### config.mk
export PLATFORM = sky130hd
export DESIGN_NAME = cbeq_cell
export DESIGN_NICKNAME = d
export VERILOG_FILES = /design/src/hw/rtl/cbeq_pkg.sv /design/src/hw/rtl/cbeq_cell.sv
export SDC_FILE = /design/constraint.sdc
export NUM_CORES = 2
export LEC_CHECK = 0
export BUFFER_PORTS_ARGS = -buffer_cell sky130_fd_sc_hd__buf_4
export CAP_MARGIN = 20
export CORE_MARGIN = 4
export CORE_UTILIZATION = 60
export CTS_CLUSTER_SIZE = 20
export DETAILED_ROUTE_END_ITERATION = 10
export GPL_ROUTABILITY_DRIVEN = 0
export PLACE_DENSITY = 0.77
export SLEW_MARGIN = 5
export SYNTH_ARGS = -nofsm -noshare
export SYNTH_HDL_FRONTEND = slang
export SYNTH_SLANG_ARGS = --single-unit
### constraint.sdc
create_clock -name clock -period 14.26 [get_ports clock]
set_input_delay 2.852 -clock clock [delete_from_list [all_inputs] [get_ports clock]]
set_output_delay 2.852 -clock clock [all_outputs]
set_load 0.02 [all_outputs]
### src/hw/rtl/cbeq_pkg.sv
// Shared types and constants of the cascaded biquad equalizer.
`default_nettype none

package cbeq_pkg;

   // Fixed-point formats
   localparam int SAMPLE_BITS = 24;
   localparam int COEF_BITS   = 36;
   localparam int COEF_FRAC   = 28;
   localparam int DELAY_BITS  = 48;
   localparam int SIG_FRAC    = 16;
   localparam int GAIN_BITS   = 24;
   localparam int GAIN_FRAC   = 19;
   localparam int COEF_SLOTS  = 5;

   // Coefficient slots
   localparam logic [2:0] SLOT_B0 = 3'd0;
   localparam logic [2:0] SLOT_B1 = 3'd1;
   localparam logic [2:0] SLOT_B2 = 3'd2;
   localparam logic [2:0] SLOT_A1 = 3'd3;
   localparam logic [2:0] SLOT_A2 = 3'd4;

   // Request kinds
   localparam logic [1:0] ACT_FILTER = 2'd0;
   localparam logic [1:0] ACT_COEF   = 2'd1;
   localparam logic [1:0] ACT_CLEAR  = 2'd2;
   localparam logic [1:0] ACT_RSVD   = 2'd3;

   // Channel modes that pass one channel through
   localparam logic [2:0] MODE_LEFT  = 3'd1;
   localparam logic [2:0] MODE_RIGHT = 3'd2;

   // Register indexes
   localparam logic [1:0] CSR_COUNT = 2'd0;
   localparam logic [1:0] CSR_MODE  = 2'd1;
   localparam logic [1:0] CSR_GAIN  = 2'd2;

   typedef logic signed [DELAY_BITS-1:0] sig_type;

   // Coefficient write into one band cell
   typedef struct packed {
      logic                        we;
      logic [2:0]                  slot;
      logic signed [COEF_BITS-1:0] value;
   } coef_wr_type;

endpackage

`default_nettype wire

### src/hw/rtl/cbeq_cell.sv
// One biquad band cell: coefficients, delay words and a shared multiplier.
`default_nettype none

module cbeq_cell #(
   parameter int NUM_CHANNELS = 2
) (
   input  wire logic                  clock,
   input  wire logic                  reset,
   input  wire logic                  start,
   input  wire logic                  ch,
   input  wire cbeq_pkg::sig_type     s_in,
   input  wire cbeq_pkg::coef_wr_type coef_wr,
   input  wire logic                  clear,
   output logic                       done,
   output cbeq_pkg::sig_type          y_out
);

   localparam int CH_W = (NUM_CHANNELS > 1) ? $clog2(NUM_CHANNELS) : 1;
   localparam logic [3:0] STEP_Y    = 4'd2;
   localparam logic [3:0] STEP_T1   = 4'd4;
   localparam logic [3:0] STEP_T2   = 4'd6;
   localparam logic [3:0] STEP_Z1   = 4'd8;
   localparam logic [3:0] STEP_LAST = 4'd10;
   localparam logic signed [83:0] RND_HALF = 84'sd1 <<< (cbeq_pkg::COEF_FRAC - 1);

   logic signed [cbeq_pkg::COEF_BITS-1:0] coef_ff [cbeq_pkg::COEF_SLOTS];
   cbeq_pkg::sig_type z1_ff [NUM_CHANNELS];
   cbeq_pkg::sig_type z2_ff [NUM_CHANNELS];
   cbeq_pkg::sig_type s_ff, y_ff;
   logic signed [56:0] t1_ff, t2_ff;
   logic signed [83:0] acc_ff, acc_in;
   logic [3:0]         step_ff;
   logic               busy_ff, done_ff, ch_ff;

   logic signed [cbeq_pkg::COEF_BITS-1:0] coef_op;
   cbeq_pkg::sig_type  sig;
   logic signed [24:0] mul_b;
   logic signed [60:0] prod;
   logic signed [56:0] rnd;
   logic [CH_W-1:0]    ch_idx;
   logic signed [59:0] y_sum, z1_sum, z2_sum;

   function automatic cbeq_pkg::sig_type sat48(input logic signed [59:0] v);
      logic signed [59:0] hi;
      logic signed [59:0] lo;
      hi = (60'sd1 <<< (cbeq_pkg::DELAY_BITS - 1)) - 60'sd1;
      lo = -hi - 60'sd1;
      if (v > hi) begin
         sat48 = hi[47:0];
      end else if (v < lo) begin
         sat48 = lo[47:0];
      end else begin
         sat48 = v[47:0];
      end
   endfunction

   // Pick the coefficient and signal half for the current step
   always_comb begin
      case (step_ff[3:1])
         3'd0:    coef_op = coef_ff[cbeq_pkg::SLOT_B0];
         3'd1:    coef_op = coef_ff[cbeq_pkg::SLOT_B1];
         3'd2:    coef_op = coef_ff[cbeq_pkg::SLOT_B2];
         3'd3:    coef_op = coef_ff[cbeq_pkg::SLOT_A1];
         3'd4:    coef_op = coef_ff[cbeq_pkg::SLOT_A2];
         default: coef_op = '0;
      endcase
   end

   assign sig    = (step_ff < STEP_T2) ? s_ff : y_ff;
   assign mul_b  = step_ff[0] ? {sig[47], sig[47:24]} : {1'b0, sig[23:0]};
   assign prod   = coef_op * mul_b;
   assign acc_in = step_ff[0] ? acc_ff + (84'(prod) <<< 24) : 84'(prod);
   assign rnd    = 57'((acc_ff + RND_HALF) >>> cbeq_pkg::COEF_FRAC);
   assign ch_idx = CH_W'(ch_ff);

   // Section sums
   assign y_sum  = 60'(rnd) + 60'(z1_ff[ch_idx]);
   assign z1_sum = 60'(t1_ff) - 60'(rnd) + 60'(z2_ff[ch_idx]);
   assign z2_sum = 60'(t2_ff) - 60'(rnd);

   // Sequence the five products of one section
   always_ff @(posedge clock) begin
      if (reset) begin
         busy_ff <= 1'b0;
         done_ff <= 1'b0;
         step_ff <= '0;
         for (int i = 0; i < cbeq_pkg::COEF_SLOTS; i++) begin
            coef_ff[i] <= (i == 0) ? (36'sd1 <<< cbeq_pkg::COEF_FRAC) : '0;
         end
         for (int c = 0; c < NUM_CHANNELS; c++) begin
            z1_ff[c] <= '0;
            z2_ff[c] <= '0;
         end
      end else begin
         done_ff <= busy_ff && !start && (step_ff == STEP_LAST);
         if (coef_wr.we) begin
            coef_ff[coef_wr.slot] <= coef_wr.value;
         end
         if (clear) begin
            for (int c = 0; c < NUM_CHANNELS; c++) begin
               z1_ff[c] <= '0;
               z2_ff[c] <= '0;
            end
         end
         if (start) begin
            busy_ff <= 1'b1;
            step_ff <= '0;
            s_ff    <= s_in;
            ch_ff   <= ch;
         end else if (busy_ff) begin
            acc_ff  <= acc_in;
            step_ff <= step_ff + 4'd1;
            if (step_ff == STEP_Y) begin
               y_ff <= sat48(y_sum);
            end
            if (step_ff == STEP_T1) begin
               t1_ff <= rnd;
            end
            if (step_ff == STEP_T2) begin
               t2_ff <= rnd;
            end
            if (step_ff == STEP_Z1) begin
               z1_ff[ch_idx] <= sat48(z1_sum);
            end
            if (step_ff == STEP_LAST) begin
               z2_ff[ch_idx] <= sat48(z2_sum);
               busy_ff <= 1'b0;
            end
         end
      end
   end

   assign done  = done_ff;
   assign y_out = y_ff;

endmodule

`default_nettype wire

==> flow_metrics.py <==
metrics = {
    "run_status": {
        "status": "finished clean",
    },
    "clocking": {
        "ctsResizeCount": 0,
        "numCtsBuffers": 73,
        "htree_levels": 3,
        "root_buffer": "clkbuf_16",
        "clk_path_buf_depth": 3,
        "cts.clk_slew.worst_paths_ns": 0.06,
        "cts_tree": "yes",
        "cts.sinks": 648,
        "postCtsSetupRepairBufs": 0,
        "ctsHoldBuffers": 0,
        "clock_latency_ns": 0.71,
    },
    "drt": {
        "drc_errors": 0,
        "firstDrtPassIters": 8,
        "viasPerCell": 6.31,
        "first_iter_violations": 6773,
        "routed_wl_um": 220000,
        "vias": 58300,
        "routedWlPerCell_um": 23.8,
        "ant_nets": 0,
    },
    "layout": {
        "stdcell_area_sq_um": 78700,
        "drive_above_1_share_pct": 8.24,
        "final_net_count": 9014,
        "synthToLayoutAreaGrowth_pct": 7.15,
        "fillCellCount": 9491,
    },
    "setup_path": {
        "critPathMaxFanout": 36,
        "crit_slowest_cell": "o21ai_0",
        "end_kind": "flip-flop",
        "critPathKind": "reg2reg",
        "crit_arrival_ns": 12.97,
        "max_stage_delay_ns": 0.86,
        "critical_path_required_ns": 14.69,
        "cp_common_cell": "fa_1",
        "start_kind": "flip-flop",
    },
    "grt": {
        "grt_pass1_vias": 58700,
        "grt_pass1_wl_um": 338000,
        "antenna_found_initial": 11,
        "grt.overflow.total": 0,
        "grt_max_degree": 72,
        "track_usage_pct": 34.4,
    },
    "synthesis": {
        "yosysSeqAreaShare_pct": 26.4,
        "async_flop_share_pct": 0,
        "synth_area_per_cell_sq_um": 9.69,
        "synth_edf_count": 641,
        "syn_area_sq_um": 73500,
        "synth_top_cells_by_count": "inv_1 (1109), fa_1 (970), nand2_1 (782)",
        "synth_area_leaders": "fa_1 (26%), edfxtp_1 (26%), ha_1 (6.9%), inv_1 (5.7%), nand2_1 (4.0%)",
        "ys_warn_count": 0,
        "yosys.area.top_type": "fa_1",
        "synthCells": 7580,
        "yosysTopAreaCellShare_pct": 26.4,
        "synth_flop_cell": "edfxtp_1",
        "ys_types": 94,
        "syn-num-nets": 9047,
        "ys_seq_elements": 648,
        "yosysMostFrequentCell": "inv_1",
    },
    "timing": {
        "hold_violations": 0,
        "finalClockSkew_ns": 0.0461,
        "rsz0062_at_grt": "false",
        "setup-tns-final_ns": 0,
        "max_slew_margin_pct": 12.8,
        "setup_viol": 0,
        "min_period_ns": 12.54,
        "worst_pin_slew_ns": 1.30,
        "min_period_over_period_pct": 87.9,
        "slew_viol_final": 0,
        "fmax_ghz": 0.0797,
    },
    "die": {
        "design.die.area_sq_um": 128000,
        "die_w_um": 358,
        "start_util_pct": 60.4,
        "core-area_sq_um": 122000,
        "chipHeight_um": 358,
        "io_pins": 142,
        "rows": 128,
    },
    "min_path": {
        "hold_class": "reg2reg",
    },
    "place": {
        "dpl_cell_area_sq_um": 76300,
        "place_hpwl_um": 169000,
        "port-buffer-count": 141,
    },
    "run": {
        "maxCapViolCount": 0,
    },
}
placed cells by master, fill, tap and decap left out, types with 35 or more instances in the layout:
cell type  synthesis  routed
a21o_1           223     223
a21oi_1          353     352
a221o_1           37      37
a221oi_1          42      40
and2_1           220     220
and3_1            49      47
buf_4              3     267
clkbuf_16          0      74
edfxtp_1         641     641
fa_1             970     970
ha_1             404     404
inv_1           1109    1108
mux2_2           113     113
mux2i_1           41      41
nand2_1          782     779
nand2b_1          71      69
nand3_1           88      87
nand4_1          100     100
nor2_1           643     640
nor2b_1           91      90
nor3_1           100      97
o21a_1            35      35
o21ai_0          245     237
o21ai_1           56      52
o21bai_1          53      53
o22ai_1           45      45
xnor2_1          195     195
xor2_1           145     145
metrics by stage:
step	std cells	worst slack, ns	util, %	hold WS [ns]
6_report	9229	1.72	64.7	0.617
5_1_grt	9224	1.09	64.7	0.681
4_1_cts	9222	2.12	64.7	0.609
3_5_place_dp	9096	2.16	62.7	0.597
3_3_place_gp	9096	2.39	62.7	0.598
2_1_floorplan	7580	3.26	-	0.578
worst max-delay path: cells and delay by family, from the launching register on:
kind	cells	cell delay, ns
AOI/OAI and AO/OA	16	5.13
adders and majority gates	9	4.25
and+or+nand+nor	8	1.66
DFF	1	0.64
buffers and inverters	5	0.27
xor gates and xnor gates	1	0.26
registers in the layout, summed over array words and instances (netlist names), named ones only:
| register | cells |
|---|---|
| done | 1 |
| acc_ff | 60 |
| y_out | 48 |
| coef_ff | 180 |
| s_ff | 48 |
| z2_ff | 96 |
| t2_ff | 56 |
| z1_ff | 96 |
| ch_ff | 1 |
| step_ff | 4 |
| busy_ff | 1 |
| t1_ff | 56 |
metal layers:
layer  part of all wire [%]  track usage (%)  up-vias  routed length, um
li1                       -                -    25000                  -
met1                     37             45.6    28700              81300
met2                     44             51.7     3726              95900
met3                     14             11.0      788              30200
met4                    5.7             16.5       16              12500
met5                  0.075            0.302        -                165
cell families (layout without fill, tap and decap cells):
family,after synthesis,in the layout,share of synthesized area (%)
and+or+nand+nor,2250,2250,14.2
buffers and inverters,1485,1503,7.71
adders and majority gates,1374,1374,33.3
AOI/OAI and AO/OA,1320,1320,11.8
DFF,648,648,26.4
xor gates and xnor gates,340,340,4.05
muxes,163,163,2.57
other,0,6,0
area by class of cell:
cell class                      count  area (sq um)  share of cell area [%]
Antenna cell                        6          15.0                  0.0191
Clock buffer                       90          1910                    2.43
Clock inverter                     36           490                   0.623
Inverter                         1109          4160                    5.29
Multi-Input combinational cell   5447         48700                    61.9
Sequential cell                   648         19400                    24.6
Tap cell                         1625          2030                    2.58
Timing Repair Buffer              268          2020                    2.56
final timing paths:
path,startpoint,endpoint,slack [ns],depth (start not counted)
max,step_ff[1],acc_ff[80],1.72,39
max reg2reg,step_ff[1],acc_ff[80],1.72,39
min reg2reg,busy_ff,busy_ff,0.62,2
min,busy_ff,busy_ff,0.62,2
Power is left out: the tool's default activity adds up to more than one toggle a clock period on the data nets, which glitch-free logic cannot reach.
